$ cat config.mk
export PLATFORM = sky130hd
export DESIGN_NAME = tilt_fall_detector_flat
export DESIGN_NICKNAME = d
export VERILOG_FILES = /design/src/tfd_pkg.sv /design/src/tfd_req_if.sv /design/src/tfd_res_if.sv /design/src/tfd_cfg_if.sv /design/src/tilt_fall_detector.sv /design/src/tfd_datapath.sv /design/src/tfd_ctrl.sv /design/src/flat_wrapper.sv
export SDC_FILE = /design/constraint.sdc
export NUM_CORES = 2
export LEC_CHECK = 0
export BUFFER_PORTS_ARGS = -buffer_cell sky130_fd_sc_hd__buf_2
export CORE_MARGIN = 2
export CORE_UTILIZATION = 35
export DETAILED_ROUTE_END_ITERATION = 7
export HOLD_SLACK_MARGIN = 0.08
export PLACE_DENSITY = 0.62
export SYNTH_ARGS = -nofsm -noshare
export SYNTH_HDL_FRONTEND = slang
export SYNTH_SLANG_ARGS = --single-unit
export TNS_END_PERCENT = 100
$ cat constraint.sdc
create_clock -name clk -period 12.15 [get_ports clk]
set_input_delay 0.6075 -clock clk [delete_from_list [all_inputs] [get_ports clk]]
set_output_delay 0.6075 -clock clk [all_outputs]
set_load 0.1 [all_outputs]
$ cat src/tfd_pkg.sv
`timescale 1ns / 1ps
`default_nettype none
// ----------------------------------------------------------------------------
// Tilt fall detector package
// Shared constants, register codes, command and status types for the tilt
// fall detector.
// ----------------------------------------------------------------------------
package tfd_pkg;

    // Smoothing weight is unsigned Q0.16.
    localparam int WEIGHT_W    = 16;
    localparam int WEIGHT_FRAC = 16;
    localparam int WEIGHT_HALF = 32768;

    localparam int THRESH_W    = 32;
    localparam int CFG_INDEX_W = 1;
    localparam int CFG_DATA_W  = 32;

    localparam logic [WEIGHT_W-1:0] WEIGHT_RESET = 16'd58982;
    localparam logic [THRESH_W-1:0] THRESH_RESET = 32'd722500;

    localparam logic [CFG_INDEX_W-1:0] REG_SMOOTHING_WEIGHT = 1'd0;
    localparam logic [CFG_INDEX_W-1:0] REG_FALL_THRESHOLD   = 1'd1;

    typedef enum logic [1:0] {
        KIND_SIDE  = 2'd0,
        KIND_BACK  = 2'd1,
        KIND_FRONT = 2'd2
    } fall_kind_t;

    typedef enum logic [3:0] {
        ST_IDLE,
        ST_MUL_BACK,
        ST_UPD_BACK,
        ST_MUL_SIDE,
        ST_UPD_SIDE,
        ST_SQ_BACK,
        ST_SQ_SIDE,
        ST_DECIDE,
        ST_DONE
    } ctrl_state_t;

    typedef struct packed {
        logic capture;
        logic mul_back;
        logic upd_back;
        logic mul_side;
        logic upd_side;
        logic sq_back;
        logic sq_side;
        logic decide;
        logic load_out;
    } tfd_cmd_t;

    typedef struct packed {
        logic req_getup;
    } tfd_status_t;

endpackage
`default_nettype wire

$ cat src/tfd_req_if.sv
`timescale 1ns / 1ps
`default_nettype none
// ----------------------------------------------------------------------------
// Request channel
// Valid/ready channel carrying one sensor update or getup-complete event.
// ----------------------------------------------------------------------------
interface tfd_req_if #(
    parameter int SAMPLE_WIDTH = 16
);
    logic                           valid;
    logic                           ready;
    logic                           req_type;
    logic signed [SAMPLE_WIDTH-1:0] accel_back;
    logic signed [SAMPLE_WIDTH-1:0] accel_side;

    modport source (output valid, req_type, accel_back, accel_side, input ready);
    modport sink   (input valid, req_type, accel_back, accel_side, output ready);
endinterface
`default_nettype wire

$ cat src/tfd_res_if.sv
`timescale 1ns / 1ps
`default_nettype none
// ----------------------------------------------------------------------------
// Result channel
// Valid/ready channel carrying one detector result per request.
// ----------------------------------------------------------------------------
interface tfd_res_if #(
    parameter int SAMPLE_WIDTH = 16
);
    logic                           valid;
    logic                           ready;
    logic                           fall_start;
    logic [1:0]                     fall_kind;
    logic                           pending;
    logic signed [SAMPLE_WIDTH-1:0] back_average;
    logic signed [SAMPLE_WIDTH-1:0] side_average;

    modport source (output valid, fall_start, fall_kind, pending, back_average,
                    side_average, input ready);
    modport sink   (input valid, fall_start, fall_kind, pending, back_average,
                    side_average, output ready);
endinterface
`default_nettype wire

$ cat src/tfd_cfg_if.sv
`timescale 1ns / 1ps
`default_nettype none
// ----------------------------------------------------------------------------
// Configuration channel
// Valid/ready register write channel with register index and write data.
// ----------------------------------------------------------------------------
interface tfd_cfg_if;
    import tfd_pkg::*;

    logic                   valid;
    logic                   ready;
    logic [CFG_INDEX_W-1:0] index;
    logic [CFG_DATA_W-1:0]  data;

    modport source (output valid, index, data, input ready);
    modport sink   (input valid, index, data, output ready);
endinterface
`default_nettype wire

$ cat src/tilt_fall_detector.sv
`timescale 1ns / 1ps
`default_nettype none
// ----------------------------------------------------------------------------
// Tilt fall detector
// Smooths two accelerometer axes, flags a fall when the squared magnitude of
// the averages exceeds a threshold and classifies it as side, back or front.
//
//   Channel  Direction  Beat contents
//   req      in         req_type, accel_back, accel_side
//   res      out        fall_start, fall_kind, pending, back_average,
//                       side_average
//   cfg      in         index, data (register write)
//
// A sensor update steps the shared multiplier through two filter products
// and two squares, then decides and loads the result register; the next
// request can be taken in the same cycle as the result is offered. A
// getup-complete event loads its result directly after accept. One request
// is in work at a time. The result register holds a beat while the next
// request is accepted; work stalls in its last step only if the previous
// result is still unread. Reset loads the default weight and threshold and
// clears the averages.
// ----------------------------------------------------------------------------
module tilt_fall_detector #(
    parameter int SAMPLE_WIDTH = 16,
    parameter int FRAC_BITS    = 8
) (
    input  wire      clk,
    input  wire      rst_n,
    tfd_req_if.sink  req,
    tfd_res_if.source res,
    tfd_cfg_if.sink  cfg
);
    import tfd_pkg::*;

    tfd_cmd_t    cmd;
    tfd_status_t status;

    assign cfg.ready = 1'b1;

    tfd_ctrl u_ctrl (
        .clk       (clk),
        .rst_n     (rst_n),
        .in_valid  (req.valid),
        .in_ready  (req.ready),
        .out_valid (res.valid),
        .out_ready (res.ready),
        .status    (status),
        .cmd       (cmd)
    );

    tfd_datapath #(
        .SAMPLE_WIDTH (SAMPLE_WIDTH),
        .FRAC_BITS    (FRAC_BITS)
    ) u_datapath (
        .clk           (clk),
        .rst_n         (rst_n),
        .cmd           (cmd),
        .status        (status),
        .in_req_type   (req.req_type),
        .in_accel_back (req.accel_back),
        .in_accel_side (req.accel_side),
        .cfg_wr        (cfg.valid),
        .cfg_index     (cfg.index),
        .cfg_data      (cfg.data),
        .fall_start    (res.fall_start),
        .fall_kind     (res.fall_kind),
        .pending       (res.pending),
        .back_average  (res.back_average),
        .side_average  (res.side_average)
    );

endmodule
`default_nettype wire

$ cat src/tfd_datapath.sv
`timescale 1ns / 1ps
`default_nettype none
// ----------------------------------------------------------------------------
// Tilt fall detector datapath
// Configuration registers, filter state, one shared multiplier, threshold
// compare, classification and the result register.
// ----------------------------------------------------------------------------
module tfd_datapath #(
    parameter int SAMPLE_WIDTH = 16,
    parameter int FRAC_BITS    = 8
) (
    input  wire                               clk,
    input  wire                               rst_n,
    input  tfd_pkg::tfd_cmd_t                 cmd,
    output tfd_pkg::tfd_status_t              status,
    input  wire                               in_req_type,
    input  wire signed [SAMPLE_WIDTH-1:0]     in_accel_back,
    input  wire signed [SAMPLE_WIDTH-1:0]     in_accel_side,
    input  wire                               cfg_wr,
    input  wire [tfd_pkg::CFG_INDEX_W-1:0]    cfg_index,
    input  wire [tfd_pkg::CFG_DATA_W-1:0]     cfg_data,
    output logic                              fall_start,
    output logic [1:0]                        fall_kind,
    output logic                              pending,
    output logic signed [SAMPLE_WIDTH-1:0]    back_average,
    output logic signed [SAMPLE_WIDTH-1:0]    side_average
);
    import tfd_pkg::*;

    localparam int ACC_W = SAMPLE_WIDTH + FRAC_BITS;
    localparam int AW    = ACC_W + 1;
    localparam int BW    = (SAMPLE_WIDTH > WEIGHT_W + 1) ? SAMPLE_WIDTH : WEIGHT_W + 1;
    localparam int PW    = AW + BW;
    localparam int SQ_W  = 2 * SAMPLE_WIDTH;
    localparam int CW    = (SQ_W > THRESH_W) ? SQ_W : THRESH_W;
    localparam logic signed [PW-1:0] ROUND_BIAS = PW'(WEIGHT_HALF);

    logic [WEIGHT_W-1:0]            weight_reg;
    logic [THRESH_W-1:0]            threshold_reg;
    logic signed [ACC_W-1:0]        back_filter_reg;
    logic signed [ACC_W-1:0]        side_filter_reg;
    logic                           pending_reg;
    logic signed [SAMPLE_WIDTH-1:0] sample_back_reg;
    logic signed [SAMPLE_WIDTH-1:0] sample_side_reg;
    logic signed [PW-1:0]           product_reg;
    logic [SQ_W-1:0]                sq_back_reg;
    logic                           start_reg;
    fall_kind_t                     kind_reg;
    logic                           out_start_reg;
    fall_kind_t                     out_kind_reg;
    logic                           out_pending_reg;
    logic signed [SAMPLE_WIDTH-1:0] out_back_reg;
    logic signed [SAMPLE_WIDTH-1:0] out_side_reg;

    logic signed [ACC_W-1:0]        scaled_back;
    logic signed [ACC_W-1:0]        scaled_side;
    logic signed [AW-1:0]           diff_back;
    logic signed [AW-1:0]           diff_side;
    logic signed [SAMPLE_WIDTH-1:0] back_int;
    logic signed [SAMPLE_WIDTH-1:0] side_int;
    logic signed [AW-1:0]           mul_a;
    logic signed [BW-1:0]           mul_b;
    logic signed [PW-1:0]           mul_full;
    logic signed [PW-1:0]           rounded;
    logic signed [ACC_W-1:0]        back_filter_next;
    logic signed [ACC_W-1:0]        side_filter_next;
    logic [CW-1:0]                  magnitude;
    logic [ACC_W-1:0]               abs_back;
    logic [ACC_W-1:0]               abs_side;
    logic                           mul_en;
    logic                           fall_hit;
    fall_kind_t                     kind_next;

    assign status.req_getup = in_req_type;

    // With acc = w*old + (1-w)*scaled, the new average is scaled plus the
    // rounded high part of (old - scaled)*w, so one multiply per axis.
    assign scaled_back = ACC_W'(sample_back_reg) <<< FRAC_BITS;
    assign scaled_side = ACC_W'(sample_side_reg) <<< FRAC_BITS;
    assign diff_back   = AW'(back_filter_reg) - AW'(scaled_back);
    assign diff_side   = AW'(side_filter_reg) - AW'(scaled_side);
    assign back_int    = back_filter_reg[ACC_W-1:FRAC_BITS];
    assign side_int    = side_filter_reg[ACC_W-1:FRAC_BITS];

    always_comb
    begin
        mul_a = '0;
        mul_b = '0;
        if (cmd.mul_back)
        begin
            mul_a = diff_back;
            mul_b = BW'(signed'({1'b0, weight_reg}));
        end
        else if (cmd.mul_side)
        begin
            mul_a = diff_side;
            mul_b = BW'(signed'({1'b0, weight_reg}));
        end
        else if (cmd.sq_back)
        begin
            mul_a = AW'(back_int);
            mul_b = BW'(back_int);
        end
        else if (cmd.sq_side)
        begin
            mul_a = AW'(side_int);
            mul_b = BW'(side_int);
        end
    end

    assign mul_full = mul_a * mul_b;
    assign mul_en   = cmd.mul_back | cmd.mul_side | cmd.sq_back | cmd.sq_side;

    assign rounded          = (product_reg + ROUND_BIAS) >>> WEIGHT_FRAC;
    assign back_filter_next = scaled_back + ACC_W'(rounded);
    assign side_filter_next = scaled_side + ACC_W'(rounded);

    // The side square sits in product_reg while the back square waits.
    assign magnitude = CW'(sq_back_reg) + CW'(product_reg[SQ_W-1:0]);
    assign fall_hit  = !pending_reg && (magnitude > CW'(threshold_reg));

    assign abs_back = back_filter_reg[ACC_W-1] ? ACC_W'(-back_filter_reg)
                                               : ACC_W'(back_filter_reg);
    assign abs_side = side_filter_reg[ACC_W-1] ? ACC_W'(-side_filter_reg)
                                               : ACC_W'(side_filter_reg);

    always_comb
    begin
        if (abs_back < abs_side)
            kind_next = KIND_SIDE;
        else if (back_filter_reg[ACC_W-1])
            kind_next = KIND_BACK;
        else
            kind_next = KIND_FRONT;
    end

    always_ff @(posedge clk or negedge rst_n)
    begin
        if (!rst_n)
        begin
            weight_reg      <= WEIGHT_RESET;
            threshold_reg   <= THRESH_RESET;
            back_filter_reg <= '0;
            side_filter_reg <= '0;
            pending_reg     <= 1'b0;
        end
        else
        begin
            if (cfg_wr)
            begin
                unique case (cfg_index)
                    REG_SMOOTHING_WEIGHT: weight_reg    <= cfg_data[WEIGHT_W-1:0];
                    REG_FALL_THRESHOLD:   threshold_reg <= cfg_data[THRESH_W-1:0];
                endcase
            end
            if (cmd.upd_back)
                back_filter_reg <= back_filter_next;
            if (cmd.upd_side)
                side_filter_reg <= side_filter_next;
            if (cmd.capture && in_req_type)
                pending_reg <= 1'b0;
            else if (cmd.decide && fall_hit)
                pending_reg <= 1'b1;
        end
    end

    always_ff @(posedge clk)
    begin
        if (cmd.capture)
        begin
            sample_back_reg <= in_accel_back;
            sample_side_reg <= in_accel_side;
            start_reg       <= 1'b0;
            kind_reg        <= KIND_SIDE;
        end
        if (mul_en)
            product_reg <= mul_full;
        if (cmd.sq_side)
            sq_back_reg <= product_reg[SQ_W-1:0];
        if (cmd.decide && fall_hit)
        begin
            start_reg <= 1'b1;
            kind_reg  <= kind_next;
        end
        if (cmd.load_out)
        begin
            out_start_reg   <= start_reg;
            out_kind_reg    <= kind_reg;
            out_pending_reg <= pending_reg;
            out_back_reg    <= back_int;
            out_side_reg    <= side_int;
        end
    end

    assign fall_start   = out_start_reg;
    assign fall_kind    = out_kind_reg;
    assign pending      = out_pending_reg;
    assign back_average = out_back_reg;
    assign side_average = out_side_reg;

endmodule
`default_nettype wire

$ cat src/tfd_ctrl.sv
`timescale 1ns / 1ps
`default_nettype none
// ----------------------------------------------------------------------------
// Tilt fall detector controller
// Sequences the shared multiplier through the filter update, the squares and
// the decision, and owns the handshake of both channels.
// ----------------------------------------------------------------------------
module tfd_ctrl (
    input  wire                   clk,
    input  wire                   rst_n,
    input  wire                   in_valid,
    output logic                  in_ready,
    output logic                  out_valid,
    input  wire                   out_ready,
    input  tfd_pkg::tfd_status_t  status,
    output tfd_pkg::tfd_cmd_t     cmd
);
    import tfd_pkg::*;

    ctrl_state_t state_reg;
    ctrl_state_t state_next;
    logic        out_valid_reg;
    logic        out_valid_next;

    always_ff @(posedge clk or negedge rst_n)
    begin
        if (!rst_n)
        begin
            state_reg     <= ST_IDLE;
            out_valid_reg <= 1'b0;
        end
        else
        begin
            state_reg     <= state_next;
            out_valid_reg <= out_valid_next;
        end
    end

    always_comb
    begin
        state_next = state_reg;
        cmd        = '0;
        in_ready   = 1'b0;
        unique case (state_reg)
            ST_IDLE:
            begin
                in_ready = 1'b1;
                if (in_valid)
                begin
                    cmd.capture = 1'b1;
                    state_next  = status.req_getup ? ST_DONE : ST_MUL_BACK;
                end
            end
            ST_MUL_BACK:
            begin
                cmd.mul_back = 1'b1;
                state_next   = ST_UPD_BACK;
            end
            ST_UPD_BACK:
            begin
                cmd.upd_back = 1'b1;
                state_next   = ST_MUL_SIDE;
            end
            ST_MUL_SIDE:
            begin
                cmd.mul_side = 1'b1;
                state_next   = ST_UPD_SIDE;
            end
            ST_UPD_SIDE:
            begin
                cmd.upd_side = 1'b1;
                state_next   = ST_SQ_BACK;
            end
            ST_SQ_BACK:
            begin
                cmd.sq_back = 1'b1;
                state_next  = ST_SQ_SIDE;
            end
            ST_SQ_SIDE:
            begin
                cmd.sq_side = 1'b1;
                state_next  = ST_DECIDE;
            end
            ST_DECIDE:
            begin
                cmd.decide = 1'b1;
                state_next = ST_DONE;
            end
            ST_DONE:
            begin
                // Wait here only while the previous result is still unread.
                if (!out_valid_reg || out_ready)
                begin
                    cmd.load_out = 1'b1;
                    state_next   = ST_IDLE;
                end
            end
            default:
            begin
                state_next = ST_IDLE;
            end
        endcase
    end

    always_comb
    begin
        if (cmd.load_out)
            out_valid_next = 1'b1;
        else if (out_ready)
            out_valid_next = 1'b0;
        else
            out_valid_next = out_valid_reg;
    end

    assign out_valid = out_valid_reg;

endmodule
`default_nettype wire

$ cat src/flat_wrapper.sv
// flat-port wrapper written by rule: the top's interface ports become plain ports
module tilt_fall_detector_flat import tfd_pkg::*;
#(
    parameter int SAMPLE_WIDTH = 16,
    parameter int FRAC_BITS    = 8
)
  (clk, rst_n, req_valid, req_req_type, req_accel_back, req_accel_side, req_ready, res_valid, res_fall_start, res_fall_kind, res_pending, res_back_average, res_side_average, res_ready, cfg_valid, cfg_index, cfg_data, cfg_ready);
  tfd_req_if #(.SAMPLE_WIDTH(SAMPLE_WIDTH)) req_i ();
  tfd_res_if #(.SAMPLE_WIDTH(SAMPLE_WIDTH)) res_i ();
  tfd_cfg_if cfg_i ();
  input  wire clk;
  input  wire rst_n;
  input wire logic [$bits(req_i.valid)-1:0] req_valid;
  input wire logic [$bits(req_i.req_type)-1:0] req_req_type;
  input wire logic [$bits(req_i.accel_back)-1:0] req_accel_back;
  input wire logic [$bits(req_i.accel_side)-1:0] req_accel_side;
  output wire logic [$bits(req_i.ready)-1:0] req_ready;
  output wire logic [$bits(res_i.valid)-1:0] res_valid;
  output wire logic [$bits(res_i.fall_start)-1:0] res_fall_start;
  output wire logic [$bits(res_i.fall_kind)-1:0] res_fall_kind;
  output wire logic [$bits(res_i.pending)-1:0] res_pending;
  output wire logic [$bits(res_i.back_average)-1:0] res_back_average;
  output wire logic [$bits(res_i.side_average)-1:0] res_side_average;
  input wire logic [$bits(res_i.ready)-1:0] res_ready;
  input wire logic [$bits(cfg_i.valid)-1:0] cfg_valid;
  input wire logic [$bits(cfg_i.index)-1:0] cfg_index;
  input wire logic [$bits(cfg_i.data)-1:0] cfg_data;
  output wire logic [$bits(cfg_i.ready)-1:0] cfg_ready;
  assign req_i.valid = req_valid;
  assign req_i.req_type = req_req_type;
  assign req_i.accel_back = req_accel_back;
  assign req_i.accel_side = req_accel_side;
  assign req_ready = req_i.ready;
  assign res_valid = res_i.valid;
  assign res_fall_start = res_i.fall_start;
  assign res_fall_kind = res_i.fall_kind;
  assign res_pending = res_i.pending;
  assign res_back_average = res_i.back_average;
  assign res_side_average = res_i.side_average;
  assign res_i.ready = res_ready;
  assign cfg_i.valid = cfg_valid;
  assign cfg_i.index = cfg_index;
  assign cfg_i.data = cfg_data;
  assign cfg_ready = cfg_i.ready;
  tilt_fall_detector #(.SAMPLE_WIDTH(SAMPLE_WIDTH), .FRAC_BITS(FRAC_BITS)) u_core (.clk(clk), .rst_n(rst_n), .req(req_i), .res(res_i), .cfg(cfg_i));
endmodule
==> reports/results.ini <==
[status]
status = completed

[floorplanning]
die_h_um = 298
die_area_um2 = 88600
start_util_pct = 35.4
pin_count = 110
die_x_um = 298
core_area_um2 = 85300
rows = 107

[critical_path]
critical_path_required_ns = 12.47
crit_buf_inv = 4
cp.arrival_ns = 10.01
cp_common_cell = fa_1
ff2ff_path_depth = 26
cp-start-kind = flop
cp_max_fo = 24
critical_path_class = reg2reg
endpoint_kind = flop
critical-path-max-stage-delay_ns = 0.78
cp.depth = 26
critical_path.top_delay_family = adder cells
slowest_stage = nor3b_2
r2r_slack_ns = 2.46

[min_path]
holdPathStages = 1
worstHoldPathType = in2reg

[drt]
drt-pass1-iter-count = 6
routed_wirelength_um = 87500
wl_per_cell_um = 19.6
drc = 0
vias = 23014
drt_iter0_drc = 1638
viasPerCell = 5.17
postRouteAntennaNets = 0

[synthesis]
avgSynthCellArea_um2 = 9.41
synth_area_leaders = fa_1 27%, edfxtp_1 14%, ha_1 10%
ys_seq_area_share_pct = 22.7
synth_area_leader_cell = fa_1
synth-async-reset-ratio_pct = 41.6
yosysWarnings = 0
synth-main-ff-cell = edfxtp_1
synth_edf_count = 142
synth.distinct_cells = 84
ys_ff_latch = 245
syn-instance-count = 3209
netlist.area_leader.share_pct = 26.7
syn_area_um2 = 30200

[global_routing]
antenna_found_initial = 0
grt_usage_pct = 19.9
grt_start_max_net_pins = 65
grt_first_pass_wirelength_um = 137000
grt_pass1_vias = 23542
overflow = 0

[timing]
fmax_mhz = 103
max_slew_margin_pct = 18.0
fin_crit_sh_pct = 79.7
worst_slew_pin_slew_ns = 1.23
final-setup-viol-count = 0
rsz0062_at_grt = no
slew_violations = 0
skew_ns = 0.0269
tns_ns = 0
layout_min_cycle_time_ns = 9.69
finalHoldViolCount = 0

[cts]
insertion_delay_ns = 0.58
cts_tree = built
post_cts_buffers = 0
cts_buffers = 27
cts_root_buf = clkbuf_16
h-tree-depth = 1
cts.clk_slew.worst_paths_ns = 0.07
cts.sinks = 245
clk_path_buf_depth = 3

[job]
maxCapViolCount = 0

[finish]
largest_reg_flops = 40
fin_nets = 4014
final_cell_mix = 570 x inv_1, 403 x fa_1, 360 x nand2_1
final_cell_count_no_fill = 4455
fin_util_pct = 38.8
nFillCells = 8515
layout-drive-gt1-share_pct = 9.21
area_delta_synth_final_pct = 9.51
antenna_cells = 0
layout_commonest_cell = inv_1

[placement]
place_inst = 4404
port-buffer-count = 108
place_congestion = 0.931
dp_hpwl_um = 71000

==> final cells by class <==
cell class	instances	area (um^2)	area share, %
clock buffers	33	708	2.14
clock inverters	17	220	0.666
inverters	570	2140	6.47
multi-input cells	2299	20900	63.1
flip-flops and latches	245	6860	20.7
well taps	1144	1430	4.33
repair buffers	147	838	2.54
==> worst register-to-register path: stages, from the launching register on <==
cell and delay, ns:
dfrtp_1 0.51, nand2b_1 0.36, nor3b_2 0.78, nand2_1 0.15
a21oi_2 0.47, inv_1 0.52, nand2_1 0.51, nand2_1 0.14
fa_1 0.51, fa_1 0.49, inv_1 0.05, fa_1 0.53
inv_1 0.06, fa_1 0.54, fa_1 0.56, inv_1 0.05
fa_1 0.47, ha_1 0.37, nand4_1 0.16, nor2_1 0.20
o311a_1 0.28, o31ai_2 0.14, o21ai_1 0.47, a31oi_4 0.17
o31ai_1 0.55, a41oi_1 0.22, xnor2_1 0.16
==> logic make-up after synthesis <==
| kind of cell | after synthesis | synth area share [%] |
|---|---|---|
| and+or+nand+nor | 855 | 12.5 |
| adders and majority gates | 653 | 37.1 |
| DFF | 245 | 22.7 |
| other | 2 | 0.0249 |
| buffers and inverters | 672 | 8.43 |
| AOI/OAI and AO/OA | 528 | 11.5 |
| xor gates and xnor gates | 200 | 5.80 |
| muxes | 54 | 2.00 |
==> worst paths after layout <==
check / startpoint / endpoint
max in group asynchronous: rst_n / u_core.u_datapath.side_filter_reg[18]
hold reg to reg: u_core.u_datapath.kind_reg[1] / u_core.u_datapath.fall_kind[1]
min in group asynchronous: rst_n / u_core.u_datapath.threshold_reg[1]
setup / recovery: u_core.u_ctrl.state_reg[3] / u_core.u_datapath.product_reg[36]
hold / removal: req_accel_side[8] / u_core.u_datapath.sample_side_reg[8]
setup reg to reg: u_core.u_ctrl.state_reg[3] / u_core.u_datapath.product_reg[36]
==> repair_timing <==
item / in CTS / in global routing
endpoints found under the hold margin: 29 / 0
hold buffers: 1 / 0
resized for setup: 0 / 0
==> synth_stat cells, drive strengths merged (5+ instances only) <==
cell and instances:
o31ai 28, fa 403, and3 19, a221oi 5, nand3b 6, a21oi 141
a21o 72, mux2 51, or4 10, nand3 34, xnor2 142, buf 18
nor4 10, o21bai 11, xor2 58, nand2 361, nor2 269, a211o 11
nor3 39, or2 10, clkbuf 84, o22a 7, ha 250, inv 570
o22ai 12, and2 10, nand4 19, a31oi 19, o211ai 6, dfstp 16
nand2b 26, o41ai 11, or3 15, a211oi 22, o21a 29, dfrtp 86
edfxtp 142, nor2b 19, o21ai 116
==> stage by stage <==
step | instance area (um^2) | hold slack (ns) | setup WS [ns]
detailed placement | 32100 | 0.407 | 2.60
finish | 33100 | 0.199 | 2.46
global route | 33100 | 0.190 | 1.90
global placement | 32100 | 0.403 | 2.78
CTS | 33100 | 0.177 | 2.55
floorplan | 30200 | 0.312 | 4.10
==> per-layer routing <==
layer | wire [um] | vias to the layer above | global-route usage [%]
met3 | 6370 | 179 | 2.98
met5 | 0 | - | 0
met4 | 3390 | 0 | 7.03
met1 | 37100 | 11429 | 26.5
met2 | 40600 | 833 | 32.8
li1 | - | 10573 | -
Power is left out: the tool's default activity adds up to more than one toggle a clock period on the data nets, which glitch-free logic cannot reach.
